[src/rtl/dopq_pkg.sv]
// Package for the deferred-operation priority queue.
// Holds field widths, the entry and result records, op codes and sequencer states.
// No dependencies.
`default_nettype none

package dopq_pkg;

  localparam int DEFAULT_DEPTH = 16;

  localparam int KIND_W = 4;
  localparam int PRIO_W = 2;
  localparam int REG_W  = 8;
  localparam int DATA_W = 8;
  localparam int ADDR_W = 16;
  localparam int OCC_W  = 5;
  localparam int OVF_W  = 32;

  localparam int S_TDATA_W = 48;
  localparam int S_TUSER_W = 2;
  localparam int M_TDATA_W = 88;
  localparam int M_TUSER_W = 2;

  localparam logic [KIND_W-1:0] KIND_FLAG = 4'd4;
  localparam logic [KIND_W-1:0] KIND_PC   = 4'd6;

  typedef enum logic [1:0] {
    OP_PUSH  = 2'd0,
    OP_DRAIN = 2'd1,
    OP_CLEAR = 2'd2,
    OP_NOP   = 2'd3
  } op_t;

  // Field order matches the input tdata layout, lowest bits last.
  typedef struct packed {
    logic [ADDR_W-1:0] addr;
    logic [DATA_W-1:0] dat;
    logic [REG_W-1:0]  dst;
    logic [REG_W-1:0]  src;
    logic [PRIO_W-1:0] prio;
    logic [KIND_W-1:0] kind;
  } entry_t;

  localparam int ENTRY_W = $bits(entry_t);

  typedef struct packed {
    logic [OVF_W-1:0] overflow;
    logic [OCC_W-1:0] peak;
    logic [OCC_W-1:0] occupancy;
    logic             last;
    logic             entry_valid;
    logic             accepted;
    entry_t           entry;
  } result_t;

  typedef enum logic [2:0] {
    S_IDLE,
    S_EXEC,
    S_CHECK,
    S_SCAN,
    S_SHIFT_RD,
    S_SHIFT_WR,
    S_POP
  } state_t;

endpackage

`default_nettype wire

[src/rtl/dopq_ram.sv]
// Generic single-write, single-read RAM with registered read data.
// Default sizes come from dopq_pkg.
`default_nettype none

module dopq_ram #(
  parameter int WIDTH = dopq_pkg::ENTRY_W,
  parameter int DEPTH = dopq_pkg::DEFAULT_DEPTH
) (
  input  wire logic                     clk,
  input  wire logic                     we,
  input  wire logic [$clog2(DEPTH)-1:0] waddr,
  input  wire logic [WIDTH-1:0]         wdata,
  input  wire logic [$clog2(DEPTH)-1:0] raddr,
  output logic      [WIDTH-1:0]         rdata
);

  logic [WIDTH-1:0] mem [DEPTH];

  always_ff @(posedge clk) begin
    if (we) begin
      mem[waddr] <= wdata;
    end
    rdata <= mem[raddr];
  end

endmodule

`default_nettype wire

[src/rtl/dopq_obuf.sv]
// Output register stage of the queue: holds one result item until taken.
// Uses dopq_pkg for the result record and port widths.
`default_nettype none

module dopq_obuf (
  input  wire logic                           clk,
  input  wire logic                           rst,
  input  wire logic                           load,
  input  wire dopq_pkg::result_t              res,
  output logic                                free,
  output logic                                m_tvalid,
  input  wire logic                           m_tready,
  // entry kind, priority, source, dest, data, address, occupancy, peak, overflows
  output logic [dopq_pkg::M_TDATA_W-1:0]      m_tdata,
  // accepted, entry_valid
  output logic [dopq_pkg::M_TUSER_W-1:0]      m_tuser,
  output logic                                m_tlast
);

  import dopq_pkg::*;

  result_t held;

  assign free = !m_tvalid || m_tready;

  always_ff @(posedge clk) begin
    if (rst) begin
      m_tvalid <= 1'b0;
    end else if (load) begin
      m_tvalid <= 1'b1;
    end else if (m_tready) begin
      m_tvalid <= 1'b0;
    end
  end

  always_ff @(posedge clk) begin
    if (load) begin
      held <= res;
    end
  end

  assign m_tdata = {held.overflow, held.peak, held.occupancy, held.entry};
  assign m_tuser = {held.entry_valid, held.accepted};
  assign m_tlast = held.last;

endmodule

`default_nettype wire

[src/rtl/deferred_op_priority_queue.sv]
// Deferred-operation priority queue: ring store, scan/shift sequencer, output stage.
// Depends on dopq_pkg, dopq_ram and dopq_obuf.
//
//  channel | dir | handshake        | payload
//  --------+-----+------------------+------------------------------------------------
//  s_      | in  | s_tvalid/tready  | tuser: op; tdata: kind, prio, src, dst, data, addr
//  m_      | out | m_tvalid/tready  | tuser: accepted, entry_valid; tdata: entry + status
//
// Push, clear and no-op items finish once the output register can take their result.
// A drain, per popped entry, scans all entries and then moves those between the head
// and the winner one slot on: one shared slot adder walks the RAM read port.
// Reset is synchronous; the store needs no clearing pass, only written slots are read.
// A stalled output holds the sequencer before the next result; s_tready is high only
// between items.
`default_nettype none

module deferred_op_priority_queue #(
  parameter int QUEUE_DEPTH = dopq_pkg::DEFAULT_DEPTH
) (
  input  wire logic                           clk,
  input  wire logic                           rst,
  input  wire logic                           s_tvalid,
  output logic                                s_tready,
  // op_type, priority_req, source, dest, data, address, zero fill
  input  wire logic [dopq_pkg::S_TDATA_W-1:0] s_tdata,
  // op
  input  wire logic [dopq_pkg::S_TUSER_W-1:0] s_tuser,
  output logic                                m_tvalid,
  input  wire logic                           m_tready,
  // entry_kind, entry_priority, entry_source, entry_dest, entry_data,
  // entry_address, occupancy, peak, overflow_count
  output logic [dopq_pkg::M_TDATA_W-1:0]      m_tdata,
  // accepted, entry_valid
  output logic [dopq_pkg::M_TUSER_W-1:0]      m_tuser,
  output logic                                m_tlast
);

  import dopq_pkg::*;

  localparam int IDX_W = $clog2(QUEUE_DEPTH);
  localparam int CNT_W = $clog2(QUEUE_DEPTH + 1);
  localparam int SUM_W = IDX_W + 1;
  localparam logic [CNT_W-1:0] CNT_FULL  = CNT_W'(QUEUE_DEPTH);
  localparam logic [IDX_W-1:0] IDX_LAST  = IDX_W'(QUEUE_DEPTH - 1);
  localparam logic [SUM_W-1:0] SUM_DEPTH = SUM_W'(QUEUE_DEPTH);

  state_t state, state_next;

  op_t    item_op;
  entry_t item_entry;

  logic [IDX_W-1:0] head, tail;
  logic [CNT_W-1:0] count, ready_cnt, peak;
  logic [OVF_W-1:0] overflow;
  logic             popped_any;
  logic [QUEUE_DEPTH-1:0] waiting;

  logic [CNT_W-1:0] rd_off;
  logic             cmp_valid;
  logic [IDX_W-1:0] cmp_off, cmp_slot;
  logic [IDX_W-1:0] best_off, best_off_upd;
  entry_t           best_entry;
  logic             best_wait;
  logic [IDX_W-1:0] sh_off;
  logic             sh_wait;

  logic [CNT_W-1:0] off_sel;
  logic [SUM_W-1:0] slot_sum;
  logic [IDX_W-1:0] slot;

  logic             ram_we;
  logic [IDX_W-1:0] ram_waddr;
  entry_t           ram_wdata, ram_rdata;

  logic             issue, cmp_take, scan_done, age, push_full, push_waits;
  logic [CNT_W-1:0] cnt_inc, cnt_dec, rdy_dec, peak_push;
  logic [IDX_W-1:0] head_inc, tail_inc;

  logic    load, out_free;
  result_t res;

  dopq_ram #(
    .WIDTH (ENTRY_W),
    .DEPTH (QUEUE_DEPTH)
  ) u_store (
    .clk   (clk),
    .we    (ram_we),
    .waddr (ram_waddr),
    .wdata (ram_wdata),
    .raddr (slot),
    .rdata (ram_rdata)
  );

  dopq_obuf u_obuf (
    .clk      (clk),
    .rst      (rst),
    .load     (load),
    .res      (res),
    .free     (out_free),
    .m_tvalid (m_tvalid),
    .m_tready (m_tready),
    .m_tdata  (m_tdata),
    .m_tuser  (m_tuser),
    .m_tlast  (m_tlast)
  );

  assign s_tready = (state == S_IDLE);

  // shared slot adder: head plus an offset, wrapped into the ring
  always_comb begin
    case (state)
      S_SCAN:     off_sel = rd_off;
      S_SHIFT_RD: off_sel = CNT_W'(sh_off - IDX_W'(1));
      S_SHIFT_WR: off_sel = CNT_W'(sh_off);
      default:    off_sel = '0;
    endcase
    slot_sum = SUM_W'(head) + SUM_W'(off_sel);
    if (slot_sum >= SUM_DEPTH) begin
      slot = IDX_W'(slot_sum - SUM_DEPTH);
    end else begin
      slot = IDX_W'(slot_sum);
    end
  end

  assign issue        = (state == S_SCAN) && (rd_off < count);
  assign cmp_take     = cmp_valid && ((cmp_off == '0) || (ram_rdata.prio > best_entry.prio));
  assign scan_done    = cmp_valid && (CNT_W'(cmp_off) == count - CNT_W'(1));
  assign best_off_upd = cmp_take ? cmp_off : best_off;

  assign push_full  = (count == CNT_FULL);
  assign push_waits = !((item_entry.kind == KIND_FLAG) || (item_entry.kind == KIND_PC));
  assign cnt_inc    = count + CNT_W'(1);
  assign cnt_dec    = count - CNT_W'(1);
  assign rdy_dec    = ready_cnt - CNT_W'(!best_wait);
  assign peak_push  = (cnt_inc > peak) ? cnt_inc : peak;
  assign head_inc   = (head == IDX_LAST) ? '0 : head + IDX_W'(1);
  assign tail_inc   = (tail == IDX_LAST) ? '0 : tail + IDX_W'(1);
  assign age        = (state == S_CHECK) && (state_next == S_IDLE);

  always_comb begin
    state_next     = state;
    load           = 1'b0;
    res            = '0;
    res.occupancy  = OCC_W'(count);
    res.peak       = OCC_W'(peak);
    res.overflow   = overflow;
    ram_we         = 1'b0;
    ram_waddr      = tail;
    ram_wdata      = item_entry;
    case (state)
      S_IDLE: begin
        if (s_tvalid) begin
          state_next = S_EXEC;
        end
      end
      S_EXEC: begin
        case (item_op)
          OP_DRAIN: begin
            state_next = S_CHECK;
          end
          OP_PUSH: begin
            if (out_free) begin
              load       = 1'b1;
              res.last   = 1'b1;
              state_next = S_IDLE;
              if (push_full) begin
                res.overflow = overflow + OVF_W'(1);
              end else begin
                res.accepted  = 1'b1;
                res.occupancy = OCC_W'(cnt_inc);
                res.peak      = OCC_W'(peak_push);
                ram_we        = 1'b1;
              end
            end
          end
          default: begin
            if (out_free) begin
              load       = 1'b1;
              res.last   = 1'b1;
              state_next = S_IDLE;
              if (item_op == OP_CLEAR) begin
                res.occupancy = '0;
              end
            end
          end
        endcase
      end
      S_CHECK: begin
        if ((count == '0) || (ready_cnt == '0)) begin
          if (popped_any) begin
            state_next = S_IDLE;
          end else if (out_free) begin
            load       = 1'b1;
            res.last   = 1'b1;
            state_next = S_IDLE;
          end
        end else begin
          state_next = S_SCAN;
        end
      end
      S_SCAN: begin
        if (scan_done) begin
          state_next = (best_off_upd == '0) ? S_POP : S_SHIFT_RD;
        end
      end
      S_SHIFT_RD: begin
        state_next = S_SHIFT_WR;
      end
      S_SHIFT_WR: begin
        ram_we     = 1'b1;
        ram_waddr  = slot;
        ram_wdata  = ram_rdata;
        state_next = (sh_off == IDX_W'(1)) ? S_POP : S_SHIFT_RD;
      end
      S_POP: begin
        if (out_free) begin
          load            = 1'b1;
          res.entry_valid = 1'b1;
          res.entry       = best_entry;
          res.occupancy   = OCC_W'(cnt_dec);
          res.last        = (cnt_dec == '0) || (rdy_dec == '0);
          state_next      = S_CHECK;
        end
      end
      default: begin
        state_next = S_IDLE;
      end
    endcase
  end

  always_ff @(posedge clk) begin
    if (rst) begin
      state      <= S_IDLE;
      head       <= '0;
      tail       <= '0;
      count      <= '0;
      ready_cnt  <= '0;
      peak       <= '0;
      overflow   <= '0;
      popped_any <= 1'b0;
      cmp_valid  <= 1'b0;
      rd_off     <= '0;
    end else begin
      state     <= state_next;
      cmp_valid <= issue;
      case (state)
        S_IDLE: begin
          popped_any <= 1'b0;
        end
        S_EXEC: begin
          if (load && (item_op == OP_PUSH)) begin
            if (push_full) begin
              overflow <= overflow + OVF_W'(1);
            end else begin
              tail      <= tail_inc;
              count     <= cnt_inc;
              peak      <= peak_push;
              ready_cnt <= ready_cnt + CNT_W'(!push_waits);
            end
          end
          if (load && (item_op == OP_CLEAR)) begin
            head      <= '0;
            tail      <= '0;
            count     <= '0;
            ready_cnt <= '0;
          end
        end
        S_CHECK: begin
          if (age) begin
            ready_cnt <= count;
          end
          rd_off <= '0;
        end
        S_SCAN: begin
          if (issue) begin
            rd_off <= rd_off + CNT_W'(1);
          end
        end
        S_POP: begin
          if (load) begin
            head       <= head_inc;
            count      <= cnt_dec;
            ready_cnt  <= rdy_dec;
            popped_any <= 1'b1;
          end
        end
        default: begin
        end
      endcase
    end
  end

  always_ff @(posedge clk) begin
    if (s_tvalid && s_tready) begin
      item_op    <= op_t'(s_tuser);
      item_entry <= entry_t'(s_tdata[ENTRY_W-1:0]);
    end
    cmp_off  <= IDX_W'(rd_off);
    cmp_slot <= slot;
    if (cmp_take) begin
      best_off   <= cmp_off;
      best_entry <= ram_rdata;
      best_wait  <= waiting[cmp_slot];
    end
    if (state == S_SCAN && scan_done) begin
      sh_off <= best_off_upd;
    end else if (state == S_SHIFT_WR) begin
      sh_off <= sh_off - IDX_W'(1);
    end
    if (state == S_SHIFT_RD) begin
      sh_wait <= waiting[slot];
    end
  end

  always_ff @(posedge clk) begin
    if (age) begin
      waiting <= '0;
    end else if (state == S_EXEC && load && item_op == OP_PUSH && !push_full) begin
      waiting[tail] <= push_waits;
    end else if (state == S_SHIFT_WR) begin
      waiting[slot] <= sh_wait;
    end
  end

  a_count_bound: assert property (@(posedge clk) disable iff (rst)
    count <= CNT_FULL)
    else $error("queue holds more entries than its depth");

  a_ready_bound: assert property (@(posedge clk) disable iff (rst)
    ready_cnt <= count)
    else $error("ready count exceeds occupancy");

  a_shift_offset: assert property (@(posedge clk) disable iff (rst)
    (state == S_SHIFT_RD || state == S_SHIFT_WR) |-> (sh_off != '0))
    else $error("shift step with zero offset");

  a_last_pop: assert property (@(posedge clk) disable iff (rst)
    (state == S_POP && load && res.last) |=> (count == '0 || ready_cnt == '0))
    else $error("final pop flagged while ready entries remain");

endmodule

`default_nettype wire

[config.mk]
export PLATFORM = sky130hd
export DESIGN_NAME = deferred_op_priority_queue
export DESIGN_NICKNAME = d
export VERILOG_FILES = /design/src/rtl/dopq_pkg.sv /design/src/rtl/dopq_ram.sv /design/src/rtl/dopq_obuf.sv /design/src/rtl/deferred_op_priority_queue.sv
export SDC_FILE = /design/constraint.sdc
export NUM_CORES = 1
export LEC_CHECK = 0
export BUFFER_PORTS_ARGS = -buffer_cell sky130_fd_sc_hd__buf_4
export CAP_MARGIN = 10
export CORE_ASPECT_RATIO = 2
export CORE_MARGIN = 2
export CORE_UTILIZATION = 25
export DETAILED_ROUTE_END_ITERATION = 10
export GPL_ROUTABILITY_DRIVEN = 0
export GPL_TIMING_DRIVEN = 0
export HOLD_SLACK_MARGIN = 0.1
export PLACE_DENSITY = 0.42
export SLEW_MARGIN = 25
export SYNTH_ARGS = -nofsm -noshare
export SYNTH_HDL_FRONTEND = slang
export SYNTH_SLANG_ARGS = --single-unit
[constraint.sdc]
create_clock -name clk -period 15.4 [get_ports clk]
set_clock_uncertainty 0.1 [all_clocks]
set_input_delay 1.54 -clock clk [delete_from_list [all_inputs] [get_ports clk]]
set_output_delay 1.54 -clock clk [all_outputs]
set_load 0.1 [all_outputs]
==> results.rst, run 1 <==
.. list-table::
   :header-rows: 1

   * - Metric
     - Value
   * - Main area contributors after synthesis
     - edfxtp_1 (67%), mux4_2 (13%), dfxtp_1 (6.8%), nand2_1 (1.6%), ha_1 (0.93%)
   * - Post-synthesis net count
     - 2341
   * - Highest net fanout along the worst path
     - 12
   * - Worst-case setup margin in the final layout
     - 9.21 ns
   * - R2R setup slack
     - ~9.2 ns
   * - Number of input and output port buffers inserted
     - 144
   * - Nets
     - between 2000 and 3000
   * - Antenna Violating Nets Remaining
     - 0
   * - Die Span X
     - 292 microns
   * - Via count of the first global-routing pass
     - 23700
   * - Largest net degree at the start of global routing
     - 31
   * - Setup TNS
     - 0 ns
   * - Post-route design area
     - a little over 50000 sq um
   * - Number of instances in the placed design
     - roughly 4600
   * - Area fraction of the dominant cell type after synthesis
     - between 60 and 70%
   * - First-pass GRT wire length
     - between 150000 and 200000 microns
   * - Number of warning messages in the yosys log
     - 0
   * - Final worst-path cycle share
     - between 40% and 50%
   * - RSZ-0062 raised after global routing
     - false
   * - Final hold violation count
     - 0
   * - Slew at the pin closest to its max-slew limit
     - between 1 and 1.5 ns
   * - CTS tree
     - yes
   * - Number of buffers added for setup after CTS
     - 0
   * - Root cell of the clock tree
     - clkbuf_16
   * - Clock-pin slew on the worst setup and hold paths
     - 0.07 ns
   * - Number of max-capacitance violations reported
     - 0
   * - Wire length per cell
     - between 20 and 30 microns
   * - Worst max-slew margin expressed relative to the limit
     - a little under a third
   * - Final setup violation count
     - 0
   * - Static power due to leakage
     - 16.4 nW
   * - CP Launch Type
     - flop
   * - Status
     - finished, final reports clean
   * - Post-DP HPWL
     - 83900 microns
   * - Synthesized area
     - 41500 sq um
   * - Final Non-Filler Cells
     - 4788
   * - Vias per cell
     - 4.60
   * - Post-route DRC
     - 0
   * - Max frequency
     - between 150 and 200 MHz
   * - Count of cells resized by post-cts repair
     - 0
   * - Hold slack final
     - 0.330 ns
   * - Post-Route WL
     - around 120000 microns
   * - Origin of the worst setup path
     - state[1]
   * - VDD IR-drop max
     - 0.0000781 V
   * - Synthesized instance count
     - 2255
   * - Power per cell area
     - 119 nW/um^2
   * - First DRT Iteration DRCs
     - 1751
   * - Overall Global Routing Usage
     - 14.2%
   * - Destination of the critical timing path
     - u_store.mem[3][16]
   * - Clock Sink Count
     - 1067
   * - Share of synthesized flip-flops with an asynchronous set or reset
     - 0%
   * - Clock Tree Buf Depth
     - 3
   * - Data arrival, critical path
     - 6.49 ns
   * - Core region area
     - 165000 sq um
   * - Count of state elements after synthesis
     - 1067
   * - Vert. Die Dim
     - roughly 580 microns
   * - Floorplan die area
     - 169000 sq um
   * - Number of distinct library cells after synthesis
     - 73
   * - Ports
     - 147
   * - Period minus WS final
     - 6.19 ns
   * - Syn avg cell area
     - 18.4 sq um
   * - Area growth, synth to finish
     - 22.0%
   * - Number of buffers inserted during clock tree synthesis
     - 99
   * - Number of iterations in the first detailed-routing pass
     - 6
   * - Area post-placement
     - between 40000 and 50000 sq um
   * - Hold-fix buffer count after cts
     - 0
   * - Clock insertion delay at the later pin of the skew report
     - 0.71 ns
   * - Reg-to-Reg Start
     - state[1]
   * - R2R cell count
     - 17
   * - Total overflow reported by the global router
     - 0
   * - Reg2Reg Capture Point
     - u_store.mem[3][16]
   * - Required time at the endpoint of the critical path
     - about 16 ns
   * - Number of vias in the routed layout
     - between 20000 and 25000
   * - Main synth FF type
     - edfxtp_1
   * - Max Transition Viols Final
     - 0
   * - Post-synth top area cell
     - edfxtp_1
   * - Initial antenna violation count
     - 3
   * - Total number of H-tree levels
     - 3
   * - Class of the worst hold path
     - reg2reg
   * - Crit path kind
     - reg2reg
   * - Number of enable flip-flop cells after synthesis
     - 927
   * - Fraction of final layout cells sized beyond drive strength 1
     - 27.1%
   * - FP Rows
     - between 200 and 250
   * - Seq/Total Area, Yosys
     - 73.8%
   * - Sort of element at the end of the critical path
     - flop
   * - Effective utilization at floorplan
     - 25.2%
   * - Dpl ws
     - just over 9 ns
==> cells in the final DEF (no fill, tap or decap), types with 12 or more instances in the layout <==
master / count
mux2_2: 15
nor2_1: 49
and3_1: 23
ha_1: 31
clkbuf_2: 26
o21ai_0: 32
nor2_4: 17
nand2_1: 176
nor2b_1: 45
inv_1: 42
clkinv_2: 15
nand3_1: 29
buf_16: 54
buf_4: 149
clkinv_1: 17
dfxtp_1: 140
nand4_1: 12
buf_2: 12
bufinv_16: 12
nand2b_1: 20
nor3_1: 31
xor2_1: 20
and2_1: 49
clkbuf_1: 82
edfxtp_1: 927
a21oi_1: 57
xnor2_1: 28
mux4_2: 240
clkbuf_16: 101
a31o_2: 16
==> power by group <==
group	total, mW	switching (mW)	internal, mW
clock network	2.58	1.13	1.44
logic	0.238	0.183	0.0548
registers	3.19	0.0144	3.17
total	6.00	1.33	4.67
==> synthesized netlist by cell type, drive strengths merged, types with 13 or more instances <==
cell type / count
nand3: 29
nor2: 66
mux4: 240
a21oi: 58
a31o: 17
nor3: 34
and2: 51
and3: 23
ha: 31
xnor2: 29
buf: 17
inv: 42
dfxtp: 140
xor2: 20
edfxtp: 927
nor4: 13
o21ai: 40
nand2: 176
mux2: 15
clkbuf: 95
nand2b: 20
nor2b: 45
==> logic make-up after synthesis <==
logic type,synth area share [%]
simple gates,6.31
mux,13.6
fa+ha+maj,0.983
flops,73.8
buf+inv,1.46
compound gates,2.84
xor+xnor,1.03
==> through the flow <==
| stage | util, % | total power [mW] |
|---|---|---|
| 3_5_place_dp | 28.6 | 3.49 |
| 5_1_grt | 30.7 | 6.19 |
| 4_1_cts | 30.7 | 6.09 |
| 6_report | 30.7 | 6.00 |
| 2_1_floorplan | - | 3.41 |
| 3_3_place_gp | 27.4 | 3.48 |
==> per-layer routing <==
metal / routed length [microns] / global-route usage (%)
met5: 0 / 0
met4: 4180 / 5.10
met3: 4740 / 1.86
met2: 66500 / 27.2
met1: 45900 / 15.9
==> worst min path at each step <==
stage / start / endpoint / slack (ns) / depth (start not counted)
finish: u_store.rdata[45] / best_entry[45] / 0.33 / 0
floorplan: rd_off[3] / cmp_off[3] / 0.28 / 0
CTS: u_store.rdata[45] / best_entry[45] / 0.33 / 0
global placement: u_store.rdata[1] / best_entry[1] / 0.32 / 0
global route: u_store.rdata[9] / best_entry[9] / 0.35 / 0
detailed placement: u_store.rdata[25] / best_entry[25] / 0.32 / 0
==> sequential cells by signal, indices dropped and copies added, names as in the netlist, 16 cells and up <==
signal,cells
u_obuf.m_tdata,88
u_store.mem,736
waiting,16
best_entry,46
item_entry,46
overflow,32
u_store.rdata,46
==> worst max-delay path, stage by stage, from the launching register on <==
cell and delay, ns:
dfxtp_1 0.43, clkbuf_1 0.37, nor2b_1 0.42, a22o_1 0.21, nand2_1 0.05, o21ai_0 0.18
ha_1 0.30, and3_1 0.15, o21ai_0 0.45, o211ai_1 0.40, nand2_1 0.59, buf_4 0.37
buf_2 0.31, a22oi_1 0.33, nor2_4 0.58, buf_16 0.23, buf_16 0.18, buf_16 0.17
==> final cells by class <==
class                           count  area, sq um
Sequential cell                  1067        30600
Antenna cell                        2         5.00
Multi-Input combinational cell   1034        10400
Timing Repair Buffer              217         2900
Tap cell                         2130         2670
Clock buffer                      121         2670
Inverter                           42          158
Fill cell                       15900       114000
Buffer                            112          483
Clock inverter                     63          681
(Power assumes the default switching activity.)
==> inputs of run 2 (changes only) <==
- clock period: 15.4 -> 6.1 ns (I/O delays scaled with it)
==> run 2 against run 1 <==
  * Sequential power rose to 2.5 times the previous value
  * Worst hold slack worse by 0.12 ns
  * Global-route usage hardly changed
  * Largest power group unchanged
  * Largest cell class unchanged
  * Non-clock buffer count is 56 higher
  * Critical path type unchanged
  * Cell area grew 1.1%
  * Power grew to 2.5 times the previous value
  * Sequential share of layout area fell by 0.64 points
  * Core utilization rose by 0.33 points
==> results.rst, run 2 (same netlist as run 1, synthesis figures left out) <==
.. list-table::
   :header-rows: 1

   * - Metric
     - Value
   * - Status
     - finished, final reports clean
   * - Most frequent cells in the layout
     - edfxtp_1 (927), mux4_2 (240), nand2_1 (175), buf_4 (157), dfxtp_1 (140)
   * - Part of the power in combinational logic
     - 4.1% (about the same)
   * - VDD IR-drop max
     - 0.000196 V (+150%)
   * - Final Non-Filler Cells
     - 4844 (+1.2%)
   * - Number of buffers inserted during clock tree synthesis
     - 99 (unchanged)
   * - Largest net degree at the start of global routing
     - 31 (unchanged)
   * - Clock Sink Count
     - 1067 (unchanged)
   * - Highest net fanout along the worst path
     - 12 (unchanged)
   * - Met3 capacity usage during global routing
     - 1.84% (-0.027 points)
   * - Final worst-path cycle share
     - 94.4% (+54 points)
   * - Post-route DRC
     - 0 (unchanged)
   * - Fill cell instance count of the final layout
     - 15900 (-0.057%)
   * - Number of instances in the placed design
     - 4602 (unchanged)
   * - RSZ-0062 raised after global routing
     - false
   * - Hold slack final
     - 0.207 ns (-0.124 ns)
   * - Slew at the pin closest to its max-slew limit
     - 1.05 ns (+0.00927 ns)
   * - Overall Global Routing Usage
     - 14.2% (about the same)
   * - Area growth, synth to finish
     - 23.3%
   * - Net switching fraction of the power
     - 22.2% (about the same)
   * - Fraction of final layout cells sized beyond drive strength 1
     - 26.9% (-0.19 points)
   * - Antenna Violating Nets Remaining
     - 0 (unchanged)
   * - First-pass GRT wire length
     - 173000 microns (+0.16%)
   * - Global-route track usage on met1
     - 15.9% (+0.030 points)
   * - Nets
     - 2715 (+2.1%)
   * - Total number of H-tree levels
     - 3 (unchanged)
   * - Met2 Track Usage GR
     - 27.2% (about the same)
   * - Number of vias in the routed layout
     - 22300 (+1.3%)
   * - CTS tree
     - yes
   * - Data arrival, critical path
     - 6.05 ns (-0.44 ns)
   * - Final hold violation count
     - 0 (unchanged)
   * - Initial antenna violation count
     - 3 (unchanged)
   * - Period minus WS final
     - 5.76 ns (-0.436 ns)
   * - Max frequency
     - 174 MHz (+7.6%)
   * - Root cell of the clock tree
     - clkbuf_16
   * - Clock-pin slew on the worst setup and hold paths
     - 0.07 ns (about the same)
   * - Clock Tree Buf Depth
     - 3 (unchanged)
   * - Core region area
     - 165000 sq um (unchanged)
   * - Int Pwr
     - 11.8 mW (+150%)
   * - Required time at the endpoint of the critical path
     - 6.39 ns (-9.31 ns)
   * - Vias per cell
     - 4.61 (+0.17%)
   * - Most common cell after layout, fill and taps aside
     - edfxtp_1
   * - Largest Register
     - u_store.mem
   * - Sort of element at the end of the critical path
     - flop
   * - Number of max-capacitance violations reported
     - 0 (unchanged)
   * - Class of the worst hold path
     - in2reg
   * - Wire length per cell
     - 25.1 microns (-0.96%)
   * - Most heavily used metal layer in global routing
     - met2
   * - Area post-placement
     - 47300 sq um (unchanged)
   * - Number of iterations in the first detailed-routing pass
     - 7 (+1)
   * - Vert. Die Dim
     - 580 microns (unchanged)
   * - FP Rows
     - 211 (unchanged)
   * - First DRT Iteration DRCs
     - 1702 (-2.8%)
   * - Final setup violation count
     - 0 (unchanged)
   * - Sequential cell fraction of total power
     - 53.0% (about the same)
   * - Clock insertion delay at the later pin of the skew report
     - 0.71 ns (about the same)
   * - Static power due to leakage
     - 16.6 nW (+1.5%)
   * - Post-DP HPWL
     - 83900 microns (unchanged)
   * - Via count of the first global-routing pass
     - 23800 (+0.37%)
   * - Worst max-slew margin expressed relative to the limit
     - 29.9% (-0.62 points)
   * - Floorplan die area
     - 169000 sq um (unchanged)
   * - Die Span X
     - 292 microns (unchanged)
   * - Power share of the clock group
     - 42.8% (about the same)
   * - Max Transition Viols Final
     - 0 (unchanged)
   * - Net switching power of the design
     - 3.37 mW (+150%)
   * - Power per cell area
     - 297 nW/um^2 (+150%)
   * - Post-Route WL
     - 121000 microns (+0.20%)
   * - Crit path kind
     - reg2reg
   * - Ports
     - 147 (unchanged)
   * - Number of input and output port buffers inserted
     - 144 (unchanged)
   * - Post-route design area
     - 51200 sq um (+1.1%)
   * - Core Util, Final
     - 31.0% (+0.33 points)
   * - Effective utilization at floorplan
     - 25.2% (unchanged)
   * - Max FFs per register
     - 736 (unchanged)
   * - CP Launch Type
     - flop
   * - Total overflow reported by the global router
     - 0 (unchanged)
## run 2: per-stage QoR
step	power (mW)	setup TNS, ns	setup slack (ns)
final	15.2	0	0.344
after global routing	15.7	0	0.0392
after CTS	15.4	0	0.0680
after detailed placement	8.82	-1.51	-0.0659
after global placement	8.79	-3515.50	-4.87
after floorplan	8.60	0	0.0287
## run 2: final cells by class
class | count | area (sq um) | area share (%)
well taps | 2130 | 2670 | 5.21
repair buffers | 273 | 3440 | 6.72
multi-input cells | 1034 | 10400 | 20.4
plain buffers | 112 | 484 | 0.947
diodes | 2 | 5.00 | 0.00978
flip-flops and latches | 1067 | 30600 | 59.9
clock buffers | 121 | 2670 | 5.22
clock inverters | 63 | 681 | 1.33
inverters | 42 | 158 | 0.308
## run 2: final timing paths
path / from / endpoint / slack, ns / cells past startpoint
worst max-delay path: state[1] / u_store.mem[1][13] / 0.34 / 17
worst min-delay path: rst / peak[4] / 0.21 / 3
worst max register to register: state[1] / u_store.mem[1][13] / 0.34 / 17
worst min register to register: u_store.rdata[45] / best_entry[45] / 0.33 / 0
## run 2: repair_timing
| item | CTS | global route |
|---|---|---|
| gates resized for setup | 1 | 3 |
| endpoints found under the setup margin | 27 | 45 |
| hold buffers | 48 | 0 |
| buffers inserted | 0 | 8 |
| pin swaps | 0 | 4 |
| endpoints found under the hold margin | 48 | 0 |
## run 2: power groups by stage
| stage | Combinational (mW) | Clock, mW | Sequential (mW) |
|---|---|---|---|
| finish | 0.627 | 6.51 | 8.05 |
| global route | 0.664 | 6.94 | 8.05 |
| CTS | 0.635 | 6.72 | 8.05 |
| detailed placement | 0.609 | 0 | 8.21 |
| global placement | 0.566 | 0 | 8.23 |
| floorplan | 0.166 | 0 | 8.43 |
## run 2: metal layers
layer / wire, microns / part of all wire [%] / vias to the layer above
met5: 0 / 0 / -
met4: 4280 / 3.5 / 0
li1: - / - / 9682
met2: 66600 / 55 / 646
met1: 46200 / 38 / 11800
met3: 4490 / 3.7 / 215
## run 2: worst max-delay path, stage by stage (launching register included)
cell and delay (ns):
dfxtp_1 0.43, clkbuf_1 0.37, nor2b_1 0.42, a22o_1 0.21, nand2_1 0.05, o21ai_0 0.18
ha_1 0.30, and3_1 0.15, o21ai_0 0.50, o211ai_1 0.43, nand2_2 0.42, buf_4 0.33
buf_2 0.31, a22oi_1 0.34, nor2_4 0.31, buf_16 0.19, buf_16 0.17, buf_16 0.17
==> inputs of run 3 (changes only) <==
- CELL_PAD_IN_SITES_DETAIL_PLACEMENT: default -> 0
- CELL_PAD_IN_SITES_GLOBAL_PLACEMENT: default -> 2
- PLACE_DENSITY: 0.42 -> 0.5
==> run 3 against run 2 <==
  * Via count down 1.2%
  * Power increased by 0.51%
  * Cell area decreased by 0.30%
  * Worst hold slack got worse by 0.056 ns
  * Critical endpoint is now u_store.mem[4][17]
==> results.rst, run 3 (same netlist as run 1, synthesis figures left out) <==
.. list-table::
   :header-rows: 1

   * - Metric
     - Value
   * - Status
     - finished, final reports clean
   * - Max frequency
     - 176 MHz (+1.1%)
   * - Max Transition Viols Final
     - 0 (unchanged)
   * - Area growth, synth to finish
     - 22.9%
   * - Ports
     - 147 (unchanged)
   * - Wire length per cell
     - 25.6 microns (+2.0%)
   * - Class of the worst hold path
     - in2reg
   * - Largest net degree at the start of global routing
     - 36 (+16%)
   * - Initial antenna violation count
     - 7 (+4)
   * - Worst min-delay path endpoint
     - peak[1]
   * - Number of input and output port buffers inserted
     - 144 (unchanged)
   * - Number of max-capacitance violations reported
     - 0 (unchanged)
   * - Post-DP HPWL
     - 85200 microns (+1.6%)
   * - Antenna Violating Nets Remaining
     - 0 (unchanged)
   * - Post-Route WL
     - 124000 microns (+1.9%)
   * - Fraction of final layout cells sized beyond drive strength 1
     - 26.6% (-0.33 points)
   * - Worst-path cell with the longest stage delay
     - clkdlybuf4s15_1
   * - Crit path kind
     - reg2reg
   * - CTS tree
     - yes
   * - R2R setup slack
     - 0.40 ns (+0.06 ns)
   * - Die Span X
     - 292 microns (unchanged)
   * - Number of vias in the routed layout
     - 22100 (-1.2%)
   * - CP Launch Type
     - flop
   * - Reg2Reg Capture Point
     - u_store.mem[4][17]
   * - Worst max-slew margin expressed relative to the limit
     - 27.1% (-2.8 points)
   * - Most frequent cells in the layout
     - edfxtp_1 (927), mux4_2 (240), nand2_1 (175), buf_4 (151), dfxtp_1 (140)
   * - Via count of the first global-routing pass
     - 23700 (-0.65%)
   * - Vert. Die Dim
     - 580 microns (unchanged)
   * - Core region area
     - 165000 sq um (unchanged)
   * - Nets
     - 2707 (-0.29%)
   * - Largest Register
     - u_store.mem
   * - Cells along the critical path
     - clkbuf_1 -> nor2b_1 -> a22o_1 -> nand2_1 -> o21ai_0 -> ha_1 -> fa_1 -> xnor2_2 -> clkdlybuf4s15_1 -> nor2_1 -> a22oi_1 -> nor2_4 -> buf_12 -> buf_12
   * - Core Util, Final
     - 30.9% (-0.092 points)
   * - Number of iterations in the first detailed-routing pass
     - 7 (unchanged)
   * - Int Pwr
     - 11.8 mW (+0.20%)
   * - HP Start
     - rst
   * - Clock Tree Buf Depth
     - 3 (unchanged)
   * - Root cell of the clock tree
     - clkbuf_16
   * - Final hold violation count
     - 0 (unchanged)
   * - Clock insertion delay at the later pin of the skew report
     - 0.72 ns (about the same)
   * - First DRT Iteration DRCs
     - 1673 (-1.7%)
   * - Data arrival, critical path
     - 6.06 ns (about the same)
   * - First-pass GRT wire length
     - 176000 microns (+2.0%)
   * - Most common cell after layout, fill and taps aside
     - edfxtp_1
   * - Setup TNS
     - 0 ns (unchanged)
   * - Cell depth of the worst hold path
     - 3 (unchanged)
   * - Post-route DRC
     - 0 (unchanged)
   * - Reg-to-Reg Start
     - state[2]
   * - Critical path's most frequent cell
     - buf_12
   * - Total overflow reported by the global router
     - 0 (unchanged)
   * - Max FFs per register
     - 736 (unchanged)
   * - Max incr delay on CP
     - 0.88 ns (+0.38 ns)
   * - Clock-pin slew on the worst setup and hold paths
     - 0.06 ns (about the same)
   * - Clock Sink Count
     - 1067 (unchanged)
   * - Power per cell area
     - 299 nW/um^2 (+0.81%)
   * - Power share of the clock group
     - 43.2% (+0.4 points)
   * - Hold slack final
     - 0.151 ns (-0.0557 ns)
   * - Highest net fanout along the worst path
     - 14 (+2)
   * - Net switching fraction of the power
     - 22.4% (+0.24 points)
   * - FP Rows
     - 211 (unchanged)
   * - Number of buffers inserted during clock tree synthesis
     - 102 (+3.0%)
   * - Sequential cell fraction of total power
     - 52.7% (-0.3 points)
   * - Static power due to leakage
     - 16.5 nW (-0.61%)
   * - Sort of element at the end of the critical path
     - flop
   * - VDD IR-drop max
     - 0.000196 V (+0.21%)
   * - Required time at the endpoint of the critical path
     - 6.46 ns (+0.07 ns)
   * - Total number of H-tree levels
     - 3 (unchanged)
   * - Design Power
     - 15.3 mW (+0.51%)
   * - Vias per cell
     - 4.56 (-1.1%)
   * - Floorplan die area
     - 169000 sq um (unchanged)
   * - R2R cell count
     - 14 (-3)
   * - Final worst-path cycle share
     - 93.4% (-0.98 points)
   * - Slew at the pin closest to its max-slew limit
     - 1.09 ns (+0.0426 ns)
   * - RSZ-0062 raised after global routing
     - false
   * - Net switching power of the design
     - 3.42 mW (+1.6%)
   * - Part of the power in combinational logic
     - 4.1% (about the same)
   * - Effective utilization at floorplan
     - 25.2% (unchanged)
   * - Period minus WS final
     - 5.70 ns (-0.0600 ns)
   * - Overall Global Routing Usage
     - 14.5% (+0.29 points)
   * - Final setup violation count
     - 0 (unchanged)
## run 3: changes by cell type in the layout (fill, tap and decap cells not counted), sizes merged
cell | previous run | this run
clkbuf | 216 | 245
inv | 49 | 45
clkinvlp | 9 | 6
clkinv | 35 | 24
bufinv | 12 | 8
clkdlybuf4s15 | 0 | 1
buf | 242 | 230
## run 3: power groups by stage
stage	clock [mW]	combinational (mW)	sequential, mW
2_1_floorplan	0	0.166	8.43
3_3_place_gp	0	0.574	8.22
3_5_place_dp	0	0.613	8.21
4_1_cts	6.79	0.639	8.05
5_1_grt	7.04	0.665	8.05
6_report	6.59	0.627	8.05
## run 3: cell type report
class / instances / area, sq um
fill: 16000 / 114000
sequential: 1067 / 30600
multi-input combinational: 1034 / 10400
timing repair buffer: 262 / 3170
clock buffer: 150 / 2910
tap: 2130 / 2670
clock inverter: 41 / 533
buffer: 112 / 489
inverter: 42 / 158
antenna: 2 / 5.00
## run 3: layer usage
layer	share of wire [%]	vias up	GRT usage, %
li1	-	9649	-
met1	39	11700	16.9
met2	55	563	27.6
met3	3.7	169	1.84
met4	2.7	2	4.11
met5	0.011	-	0
## run 3: per-stage QoR
step,setup WS [ns],std cells,area (sq um)
global route,0.0498,4840,51000
CTS,0.0238,4834,50900
floorplan,0.0287,2255,41500
finish,0.404,4840,51000
global placement,-5.04,4529,45200
detailed placement,0.00952,4595,47000
## run 3: timing repair
action                                  CTS  global route
hold buffers                             48             0
endpoints found under the setup margin   12           119
endpoints found under the hold margin    48             0
pin swaps                                 0             1
resized for setup                         1             7
buffers inserted                          0             3
## run 3: worst max path at each step
stage | from | to | slack [ns] | cells after the start
2_1_floorplan | count[0] | u_obuf.m_tdata[0] | 0.03 | 8
3_3_place_gp | count[0] | u_obuf.m_tdata[16] | -5.04 | 8
3_5_place_dp | state[1] | u_store.mem[11][17] | 0.01 | 16
4_1_cts | state[1] | u_store.mem[2][24] | 0.02 | 16
5_1_grt | state[1] | u_store.mem[11][6] | 0.05 | 16
6_report | state[2] | u_store.mem[4][17] | 0.40 | 14
## run 3: critical path, delay by kind of cell (launching register included)
family,cells,cell delay (ns)
flip-flops,1,0.41
buffers and inverters,4,1.69
AND/OR/NAND/NOR,4,0.69
AO/OA/AOI/OAI,3,1.16
XOR/XNOR,1,0.65
adder cells (fa/ha/maj),2,0.67
